<file path="src/sv/va_pkg.sv">
// Shared widths, action codes and controller command types for the voice allocator.
`default_nettype none

package va_pkg;

   localparam int NUM_VOICES_DEF = 16;

   localparam int KEY_W   = 32;
   localparam int PITCH_W = 7;
   localparam int VEL_W   = 16;
   localparam int TIME_W  = 48;
   localparam int SLOT_W  = 4;
   localparam int ACT_W   = 3;

   // A host key of all ones asks for the pitch to be used as the key.
   localparam logic [KEY_W-1:0] KEY_WILD = {KEY_W{1'b1}};

   typedef enum logic [ACT_W-1:0] {
      ACT_NEW       = 3'd0,
      ACT_RETRIGGER = 3'd1,
      ACT_STOLEN    = 3'd2,
      ACT_RELEASED  = 3'd3,
      ACT_NOT_FOUND = 3'd4,
      ACT_REFUSED   = 3'd5
   } action_type;

   typedef enum logic {
      MODE_ON  = 1'b0,
      MODE_OFF = 1'b1
   } mode_type;

   typedef struct packed {
      logic start;
      logic issue;
      logic commit;
   } cmd_type;

   typedef struct packed {
      logic last_addr;
      logic out_free;
   } status_type;

endpackage : va_pkg

`default_nettype wire

</file>
<file path="src/sv/va_ram.sv">
// Generic simple dual-port RAM with one write port and a registered read port.
`default_nettype none

module va_ram #(
   parameter int WIDTH = 8,
   parameter int DEPTH = 16,
   localparam int AW = (DEPTH > 1) ? $clog2(DEPTH) : 1
) (
   input  wire logic             clock,
   input  wire logic             wr_en,
   input  wire logic [AW-1:0]    wr_addr,
   input  wire logic [WIDTH-1:0] wr_data,
   input  wire logic             rd_en,
   input  wire logic [AW-1:0]    rd_addr,
   output logic      [WIDTH-1:0] rd_data
);

   logic [WIDTH-1:0] mem_ff [DEPTH];
   logic [WIDTH-1:0] rd_data_ff;

   always_ff @(posedge clock) begin
      if (wr_en) begin
         mem_ff[wr_addr] <= wr_data;
      end
      if (rd_en) begin
         rd_data_ff <= mem_ff[rd_addr];
      end
   end

   assign rd_data = rd_data_ff;

endmodule : va_ram

`default_nettype wire

</file>
<file path="src/sv/va_ctrl.sv">
// Controller state machine that sequences accept, slot scan, drain and commit.
`default_nettype none

module va_ctrl
   import va_pkg::*;
(
   input  wire logic       clock,
   input  wire logic       reset,
   input  wire logic       req_valid,
   output logic            req_ready,
   input  wire status_type status,
   output cmd_type         cmd
);

   typedef enum logic [3:0] {
      ST_IDLE   = 4'b0001,
      ST_SCAN   = 4'b0010,
      ST_DRAIN  = 4'b0100,
      ST_COMMIT = 4'b1000
   } state_type;

   state_type state_ff, state_in;

   always_comb begin
      state_in   = state_ff;
      cmd        = '0;
      req_ready  = 1'b0;
      case (state_ff)
         ST_IDLE: begin
            req_ready = 1'b1;
            if (req_valid) begin
               cmd.start = 1'b1;
               state_in  = ST_SCAN;
            end
         end
         ST_SCAN: begin
            cmd.issue = 1'b1;
            if (status.last_addr) begin
               state_in = ST_DRAIN;
            end
         end
         ST_DRAIN: begin
            // The last slot read returns this cycle and is compared.
            state_in = ST_COMMIT;
         end
         ST_COMMIT: begin
            if (status.out_free) begin
               cmd.commit = 1'b1;
               state_in   = ST_IDLE;
            end
         end
         default: begin
            state_in = ST_IDLE;
         end
      endcase
   end

   always_ff @(posedge clock) begin
      if (reset) begin
         state_ff <= ST_IDLE;
      end else begin
         state_ff <= state_in;
      end
   end

endmodule : va_ctrl

`default_nettype wire

</file>
<file path="src/sv/va_dpath.sv">
// Datapath: request latch, slot store, scan trackers, decision and result register.
`default_nettype none

module va_dpath
   import va_pkg::*;
#(
   parameter int NUM_VOICES = NUM_VOICES_DEF,
   localparam int IDX_W = (NUM_VOICES > 1) ? $clog2(NUM_VOICES) : 1
) (
   input  wire logic                      clock,
   input  wire logic                      reset,
   input  wire cmd_type                   cmd,
   output status_type                     status,
   input  wire logic                      req_mode,
   input  wire logic signed [KEY_W-1:0]   req_note_key,
   input  wire logic [PITCH_W-1:0]        req_pitch,
   input  wire logic [VEL_W-1:0]          req_velocity,
   input  wire logic [TIME_W-1:0]         req_start_time,
   output logic                           rsp_valid,
   input  wire logic                      rsp_ready,
   output logic [SLOT_W-1:0]              rsp_slot,
   output logic [ACT_W-1:0]               rsp_action,
   output logic signed [KEY_W-1:0]        rsp_resolved_key,
   output logic [PITCH_W-1:0]             rsp_pitch_out,
   output logic [VEL_W-1:0]               rsp_velocity_out
);

   localparam int ENT_W = KEY_W + TIME_W;

   // Latched request.
   logic               mode_ff;
   logic [KEY_W-1:0]   key_ff;
   logic [PITCH_W-1:0] pitch_ff;
   logic [VEL_W-1:0]   vel_ff;
   logic [TIME_W-1:0]  now_ff;

   // Scan address and compare stage.
   logic [IDX_W-1:0]   addr_ff;
   logic               cmp_vld_ff;
   logic [IDX_W-1:0]   cmp_idx_ff;

   // Trackers for the first key match, first free slot and oldest slot.
   logic               hit_vld_ff,  free_vld_ff,  old_vld_ff;
   logic [IDX_W-1:0]   hit_idx_ff,  free_idx_ff,  old_idx_ff;
   logic [TIME_W-1:0]  least_ff;

   logic [NUM_VOICES-1:0] used_ff;

   // Result register.
   logic               rsp_valid_ff;
   logic [SLOT_W-1:0]  rsp_slot_ff;
   action_type         rsp_action_ff;
   logic [KEY_W-1:0]   rsp_key_ff;
   logic [PITCH_W-1:0] rsp_pitch_ff;
   logic [VEL_W-1:0]   rsp_vel_ff;

   logic [ENT_W-1:0]   rd_data;
   logic [KEY_W-1:0]   rd_key;
   logic [TIME_W-1:0]  rd_start;
   logic               cur_used;

   action_type         act;
   logic [IDX_W-1:0]   sel_idx;
   logic               sel_vld;
   logic               wr_en;
   logic [IDX_W+SLOT_W-1:0] slot_ext;

   va_ram #(
      .WIDTH(ENT_W),
      .DEPTH(NUM_VOICES)
   ) u_slot_ram (
      .clock  (clock),
      .wr_en  (wr_en),
      .wr_addr(sel_idx),
      .wr_data({key_ff, now_ff}),
      .rd_en  (cmd.issue),
      .rd_addr(addr_ff),
      .rd_data(rd_data)
   );

   assign rd_key   = rd_data[ENT_W-1:TIME_W];
   assign rd_start = rd_data[TIME_W-1:0];
   assign cur_used = used_ff[cmp_idx_ff];

   assign status = '{last_addr: (addr_ff == IDX_W'(NUM_VOICES - 1)),
                     out_free:  (!rsp_valid_ff || rsp_ready)};

   // Decision once the scan is complete.
   always_comb begin
      act     = ACT_REFUSED;
      sel_idx = '0;
      sel_vld = 1'b0;
      if (mode_ff == MODE_OFF) begin
         if (hit_vld_ff) begin
            act     = ACT_RELEASED;
            sel_idx = hit_idx_ff;
            sel_vld = 1'b1;
         end else begin
            act = ACT_NOT_FOUND;
         end
      end else if (hit_vld_ff) begin
         act     = ACT_RETRIGGER;
         sel_idx = hit_idx_ff;
         sel_vld = 1'b1;
      end else if (free_vld_ff) begin
         act     = ACT_NEW;
         sel_idx = free_idx_ff;
         sel_vld = 1'b1;
      end else if (old_vld_ff) begin
         act     = ACT_STOLEN;
         sel_idx = old_idx_ff;
         sel_vld = 1'b1;
      end
   end

   assign wr_en    = cmd.commit && sel_vld && (mode_ff == MODE_ON);
   assign slot_ext = {{SLOT_W{1'b0}}, sel_idx};

   always_ff @(posedge clock) begin
      if (cmd.start) begin
         mode_ff  <= req_mode;
         pitch_ff <= req_pitch;
         vel_ff   <= req_velocity;
         now_ff   <= req_start_time;
         if (KEY_W'(req_note_key) == KEY_WILD) begin
            key_ff <= KEY_W'(req_pitch);
         end else begin
            key_ff <= KEY_W'(req_note_key);
         end
      end
      if (cmd.start) begin
         least_ff <= req_start_time;
      end else if (cmp_vld_ff && cur_used && (rd_start < least_ff)) begin
         least_ff <= rd_start;
      end
      if (cmd.issue) begin
         cmp_idx_ff <= addr_ff;
      end
      if (cmp_vld_ff) begin
         if (cur_used && (rd_key == key_ff) && !hit_vld_ff) begin
            hit_idx_ff <= cmp_idx_ff;
         end
         if (!cur_used && !free_vld_ff) begin
            free_idx_ff <= cmp_idx_ff;
         end
         if (cur_used && (rd_start < least_ff)) begin
            old_idx_ff <= cmp_idx_ff;
         end
      end
      if (cmd.commit) begin
         rsp_slot_ff   <= sel_vld ? slot_ext[SLOT_W-1:0] : '0;
         rsp_action_ff <= act;
         rsp_key_ff    <= key_ff;
         rsp_pitch_ff  <= pitch_ff;
         rsp_vel_ff    <= wr_en ? vel_ff : '0;
      end
   end

   always_ff @(posedge clock) begin
      if (reset) begin
         addr_ff      <= '0;
         cmp_vld_ff   <= 1'b0;
         hit_vld_ff   <= 1'b0;
         free_vld_ff  <= 1'b0;
         old_vld_ff   <= 1'b0;
         used_ff      <= '0;
         rsp_valid_ff <= 1'b0;
      end else begin
         cmp_vld_ff <= cmd.issue;
         if (cmd.start) begin
            addr_ff     <= '0;
            hit_vld_ff  <= 1'b0;
            free_vld_ff <= 1'b0;
            old_vld_ff  <= 1'b0;
         end else begin
            if (cmd.issue) begin
               addr_ff <= addr_ff + 1'b1;
            end
            if (cmp_vld_ff) begin
               if (cur_used && (rd_key == key_ff)) begin
                  hit_vld_ff <= 1'b1;
               end
               if (!cur_used) begin
                  free_vld_ff <= 1'b1;
               end
               if (cur_used && (rd_start < least_ff)) begin
                  old_vld_ff <= 1'b1;
               end
            end
         end
         if (wr_en && (act == ACT_NEW)) begin
            used_ff[sel_idx] <= 1'b1;
         end
         if (cmd.commit) begin
            rsp_valid_ff <= 1'b1;
         end else if (rsp_ready) begin
            rsp_valid_ff <= 1'b0;
         end
      end
   end

   assign rsp_valid        = rsp_valid_ff;
   assign rsp_slot         = rsp_slot_ff;
   assign rsp_action       = rsp_action_ff;
   assign rsp_resolved_key = signed'(rsp_key_ff);
   assign rsp_pitch_out    = rsp_pitch_ff;
   assign rsp_velocity_out = rsp_vel_ff;

   // A result must never overwrite one that is still waiting to be taken.
   a_commit_free : assert property (@(posedge clock) disable iff (reset)
      cmd.commit |-> (!rsp_valid_ff || rsp_ready))
      else $error("result register overwritten while stalled");

   // A newly allocated slot is marked in use from the next cycle on.
   a_new_marks_used : assert property (@(posedge clock) disable iff (reset)
      (wr_en && (act == ACT_NEW)) |=> used_ff[$past(sel_idx)])
      else $error("new slot not marked in use");

   // Refused and not-found transactions carry slot zero and no velocity.
   a_miss_zero : assert property (@(posedge clock) disable iff (reset)
      (rsp_valid_ff && ((rsp_action_ff == ACT_REFUSED) ||
                        (rsp_action_ff == ACT_NOT_FOUND)))
      |-> ((rsp_slot_ff == '0) && (rsp_vel_ff == '0)))
      else $error("miss result with nonzero slot or velocity");

   // A note-off never changes the occupancy of the slots.
   a_off_keeps_used : assert property (@(posedge clock) disable iff (reset)
      (cmd.commit && (mode_ff == MODE_OFF)) |=> (used_ff == $past(used_ff)))
      else $error("note-off changed slot occupancy");

endmodule : va_dpath

`default_nettype wire

</file>
<file path="src/sv/voice_allocator_oldest_steal.sv">
// Top level of the polyphonic voice allocator with oldest-note stealing.
`default_nettype none

// Each transaction (note-on or note-off) is accepted when the block is idle; the request
// is latched, every slot of the slot RAM is read in turn through its single read port, the
// last slot is compared and the decision is committed. The scan finds the first slot
// holding the key, the first free slot and the oldest slot started strictly before the
// note's time; a present key is retriggered, otherwise a free slot is taken, otherwise the
// oldest is stolen, and with none of these the note-on is refused. A note-off reports the
// slot holding its key as released, or not found. Results sit in an output register, so
// the next request is accepted while a result waits; a commit waits only if the previous
// result has still not been taken. No clearing pass is needed after reset: occupancy
// lives in flip-flops and only the contents of occupied slots are used from the RAM.
module voice_allocator_oldest_steal
   import va_pkg::*;
#(
   parameter int NUM_VOICES = NUM_VOICES_DEF
) (
   input  wire logic                      clock,
   input  wire logic                      reset,
   input  wire logic                      req_valid,
   output logic                           req_ready,
   input  wire logic                      req_mode,
   input  wire logic signed [KEY_W-1:0]   req_note_key,
   input  wire logic [PITCH_W-1:0]        req_pitch,
   input  wire logic [VEL_W-1:0]          req_velocity,
   input  wire logic [TIME_W-1:0]         req_start_time,
   output logic                           rsp_valid,
   input  wire logic                      rsp_ready,
   output logic [SLOT_W-1:0]              rsp_slot,
   output logic [ACT_W-1:0]               rsp_action,
   output logic signed [KEY_W-1:0]        rsp_resolved_key,
   output logic [PITCH_W-1:0]             rsp_pitch_out,
   output logic [VEL_W-1:0]               rsp_velocity_out
);

   cmd_type    cmd;
   status_type status;

   va_ctrl u_ctrl (
      .clock    (clock),
      .reset    (reset),
      .req_valid(req_valid),
      .req_ready(req_ready),
      .status   (status),
      .cmd      (cmd)
   );

   va_dpath #(
      .NUM_VOICES(NUM_VOICES)
   ) u_dpath (
      .clock           (clock),
      .reset           (reset),
      .cmd             (cmd),
      .status          (status),
      .req_mode        (req_mode),
      .req_note_key    (req_note_key),
      .req_pitch       (req_pitch),
      .req_velocity    (req_velocity),
      .req_start_time  (req_start_time),
      .rsp_valid       (rsp_valid),
      .rsp_ready       (rsp_ready),
      .rsp_slot        (rsp_slot),
      .rsp_action      (rsp_action),
      .rsp_resolved_key(rsp_resolved_key),
      .rsp_pitch_out   (rsp_pitch_out),
      .rsp_velocity_out(rsp_velocity_out)
   );

endmodule : voice_allocator_oldest_steal

`default_nettype wire

</file>
<file path="config.mk">
export PLATFORM = sky130hd
export DESIGN_NAME = voice_allocator_oldest_steal
export DESIGN_NICKNAME = d
export VERILOG_FILES = /design/src/sv/va_pkg.sv /design/src/sv/va_ram.sv /design/src/sv/va_ctrl.sv /design/src/sv/va_dpath.sv /design/src/sv/voice_allocator_oldest_steal.sv
export SDC_FILE = /design/constraint.sdc
export NUM_CORES = 2
export LEC_CHECK = 0
export ABC_AREA = 1
export BUFFER_PORTS_ARGS = -buffer_cell sky130_fd_sc_hd__buf_2
export CAP_MARGIN = 20
export CORE_UTILIZATION = 62
export DETAILED_ROUTE_END_ITERATION = 8
export HOLD_SLACK_MARGIN = 0.08
export PLACE_DENSITY = 0.81
export SLEW_MARGIN = 20
export SYNTH_ARGS = -nofsm -noshare
export SYNTH_HDL_FRONTEND = slang
export SYNTH_HIERARCHICAL = 1
export SYNTH_SLANG_ARGS = --single-unit
</file>
<file path="constraint.sdc">
create_clock -name clock -period 13.1 [get_ports clock]
set_input_delay 2.62 -clock clock [delete_from_list [all_inputs] [get_ports clock]]
set_output_delay 2.62 -clock clock [all_outputs]
set_load 0.01 [all_outputs]
</file>
==> metrics.txt <==
sequential share of the synthesized area=between 70% and 80%; crit-path max cell delay=slightly below 1000 ps; PostCTS Resize Cnt=0; CTS root buf=clkbuf_16; DP HPWL=just under 90,000 µm; grt ovf=0; DR vias/cell=5.73; crit path max fanout=between 50 and 60; hold depth=0; critical path's top delay family=simple AND/OR/NAND/NOR gates; predominant post-synthesis flop cell=edfxtp_1; Pleak=31.7 nW; f_max=roughly 0.18 GHz; clock latency on the worst-skew pair=790 ps; Final Hold Viols=0; flop and latch count out of synthesis=about 1,600; Slew Viols, Final=0; Worst Hold Class=reg -> reg; PD cells=143 nW/µm²; CP Data Arrival Time=~6000 ps; first-pass GRT wire length=roughly 250,000 µm; DR DRC count=0; initial core utilization=a little over three fifths; drt total wl=164,000 µm; fin worst setup slack=roughly 7400 ps; Clk pwr share=42.2%; crit path time final=5660 ps; initial DRC count=5,475; I/O Buffers=between 150 and 200; CTS tree=built; P&R area growth vs syn=10.6%; DP Worst Slack=~6600 ps; WL per Instance=20.7 µm; combinational fraction of design power=under 10%; nets=~6,500; syn_nets=~6,400; critical setup path kind=in -> reg; largest net degree at the start of global routing=approximately 180; Clock Skew=47.3 ps; initial antenna violation count=2; share of layout cells above drive strength 1=7.92%; # setup viols final=0; Hold Buf Count CTS=0; peak supply drop=~0.00013 V; Worst Tran Pin Value=roughly 1200 ps; relative slew slack=just over 20%; Max clock buf depth=3; worst r2r path cells=8; yosys warns=6; P_int=between 0.008 and 0.009 W; fin util=69.3%; Antenna Nets Post-Route=0; Sink Count=~1,600; R2R Setup Slk=approximately 8700 ps; GPL Wtd Cong=around 0.8; max-cap violation count=0; CP required=between 10,000 and 15,000 ps; Post-synth EDFFs=1,590; Slowest-stage cell, CP=nor2_4; RSZ-0062 raised after global routing=false; Ports=172; total core area=~110,000 µm²; Chip Width=~330 µm; Syn Inst Count=between 6,000 and 7,000; CTS Buf Count=161; worst r2r src=u_dpath/addr_ff[0]$_SDFFE_PP0P_; worst hold start=u_dpath/pitch_ff[2]$_DFFE_PP_; detailed-route via count=45,400; Net Switching=roughly 0.0023 W; CTS H-Tree Depth=4; Post-Syn Area=roughly 68,000 µm²; hold endpoint=u_dpath/rsp_pitch_out[2]$_DFFE_PP_; Die Height=between 300 and 400 µm; Worst-path clk slew=60 ps; Post-CTS Setup Bufs=0; Post-Syn Area per Cell=about 11 µm²; number of global-route vias before repair=45,300; worst-path cell chain=buf_2 > inv_1 > nand2_1 > inv_1 > nor2_4 > nand3_4 > inv_2 > nand3b_1 > nor2_4 > buf_4; Tot GR Track Use=roughly 29%; ys async rst share=0%; DR pass1 iterations=8; FP Rows=around 120; FF-to-FF End=u_dpath/u_slot_ram/rd_data[51]$_DFFE_PP_; Seq pwr share=54.5%; fin crit share=between 40% and 50%; Worst Path Buf+Inv=5; status=completed; Yosys cell types=40; total negative slack=0 ps; Worst Setup Start Kind=input pin; switch share=roughly a fifth; endpoint class of the critical path=register; die area=roughly 110,000 µm²
-- synthesized netlist by cell type, drive strengths merged (3+ instances only) --
cell type / number / share of area [%]
clkbuf: 55 / 0.30
nand3b: 4 / 0.044
ha: 48 / 0.88
inv: 1135 / 6.2
o21bai: 4 / 0.044
buf: 227 / 1.7
edfxtp: 1590 / 70
xnor2: 16 / 0.21
nor3: 19 / 0.23
nor2: 103 / 0.60
nand4: 15 / 0.14
dfxtp: 29 / 0.85
o21a: 8 / 0.088
a21oi: 42 / 0.31
xor2: 11 / 0.14
nor4: 4 / 0.037
or2: 3 / 0.027
nand3: 996 / 7.3
nand2: 1943 / 11
o21ai: 7 / 0.057
-- worst register-to-register path: stages, from the launching register on --
cell and delay (ps):
dfxtp_4 580, inv_8 870, buf_4 1020, buf_4 1020
nand2_1 240, nand3_1 140, nand3_1 120, nand3_1 150
nand2_1 70
-- power by group through the flow --
stage | registers (W) | logic [W] | clock network [W]
floorplan | 0.00595 | 0.000227 | 0
global placement | 0.00599 | 0.000338 | 0
detailed placement | 0.00599 | 0.000351 | 0
CTS | 0.00588 | 0.000356 | 0.00459
global route | 0.00589 | 0.000395 | 0.00479
finish | 0.00588 | 0.000360 | 0.00455
-- cell usage in the layout (no fill, tap or decap), drive strengths merged --
cell	n
a211oi	1
a21boi	1
a21o	1
a21oi	42
and2	1
buf	240
bufinv	14
clkbuf	206
clkinv	61
clkinvlp	2
dfxtp	29
diode	2
edfxtp	1590
ha	48
inv	1141
nand2	1943
nand3	996
nand3b	4
nand4	15
nor2	103
nor3	19
nor3b	1
nor4	4
o211ai	1
o21a	8
o21ai	7
o21bai	4
or2	3
xnor2	16
xor2	11
-- routing by layer --
| layer | GRT usage (%) | wire (µm) | vias up | share of wire, % |
|---|---|---|---|---|
| met5 | 0 | 13 | - | 0.0079 |
| met4 | 13.5 | 6550 | 2 | 4.0 |
| met3 | 4.85 | 15300 | 477 | 9.3 |
| met2 | 49.7 | 81000 | 2692 | 49 |
| met1 | 37.5 | 61200 | 21600 | 37 |
| li1 | - | - | 20600 | - |
-- state kept, by name, summed over array words and instances (netlist names), 7 cells and up --
signal                      count
u_dpath/u_slot_ram/mem_ff    1280
u_dpath/rsp_velocity_out       16
u_dpath/pitch_ff                7
u_dpath/rsp_resolved_key       32
u_dpath/now_ff                 48
u_dpath/used_ff                16
u_dpath/least_ff               48
u_dpath/u_slot_ram/rd_data     80
u_dpath/key_ff                 32
u_dpath/vel_ff                 16
u_dpath/rsp_pitch_out           7
-- worst max-delay path by stage --
stage | startpoint | end | slack, ps | depth (start not counted)
CTS | rsp_ready | u_dpath/u_slot_ram/mem_ff[13][61]$_DFFE_PP_ | 7370 | 10
global route | rsp_ready | u_dpath/u_slot_ram/mem_ff[7][49]$_DFFE_PP_ | 7300 | 10
global placement | rsp_ready | u_dpath/u_slot_ram/mem_ff[13][46]$_DFFE_PP_ | 6680 | 10
finish | rsp_ready | u_dpath/u_slot_ram/mem_ff[5][4]$_DFFE_PP_ | 7440 | 10
detailed placement | rsp_ready | u_dpath/u_slot_ram/mem_ff[13][73]$_DFFE_PP_ | 6570 | 10
floorplan | rsp_ready | u_dpath/u_slot_ram/mem_ff[12][0]$_DFFE_PP_ | 3060 | 8
-- final cells by class --
class	instances	area [µm²]
inverters	1135	4290
clock inverters	83	823
multi-input cells	3229	14400
clock buffers	206	4370
flip-flops and latches	1619	48300
well taps	1414	1770
fillers	7117	33500
diodes	2	5.00
repair buffers	240	1480
-- kinds of logic after synthesis --
logic type                 count (synthesis)  synth area share (%)
adders and majority gates                 48                 0.880
xor gates and xnor gates                  27                 0.346
buffers and inverters                   1417                  8.28
AOI/OAI and AO/OA                         65                 0.546
and+or+nand+nor                         3089                  19.1
DFF                                     1619                  70.8
-- through the flow --
step,total power [W],hold slack (ps),area [µm²],instances
final,0.0108,417,75500,7928
after global placement,0.00632,401,70200,7633
after floorplan,0.00618,400,68300,6265
after CTS,0.0108,417,75400,7922
after global routing,0.0111,423,75500,7926
after detailed placement,0.00634,405,70200,7633
No activity file was read; power rests on OpenSTA's default activity.
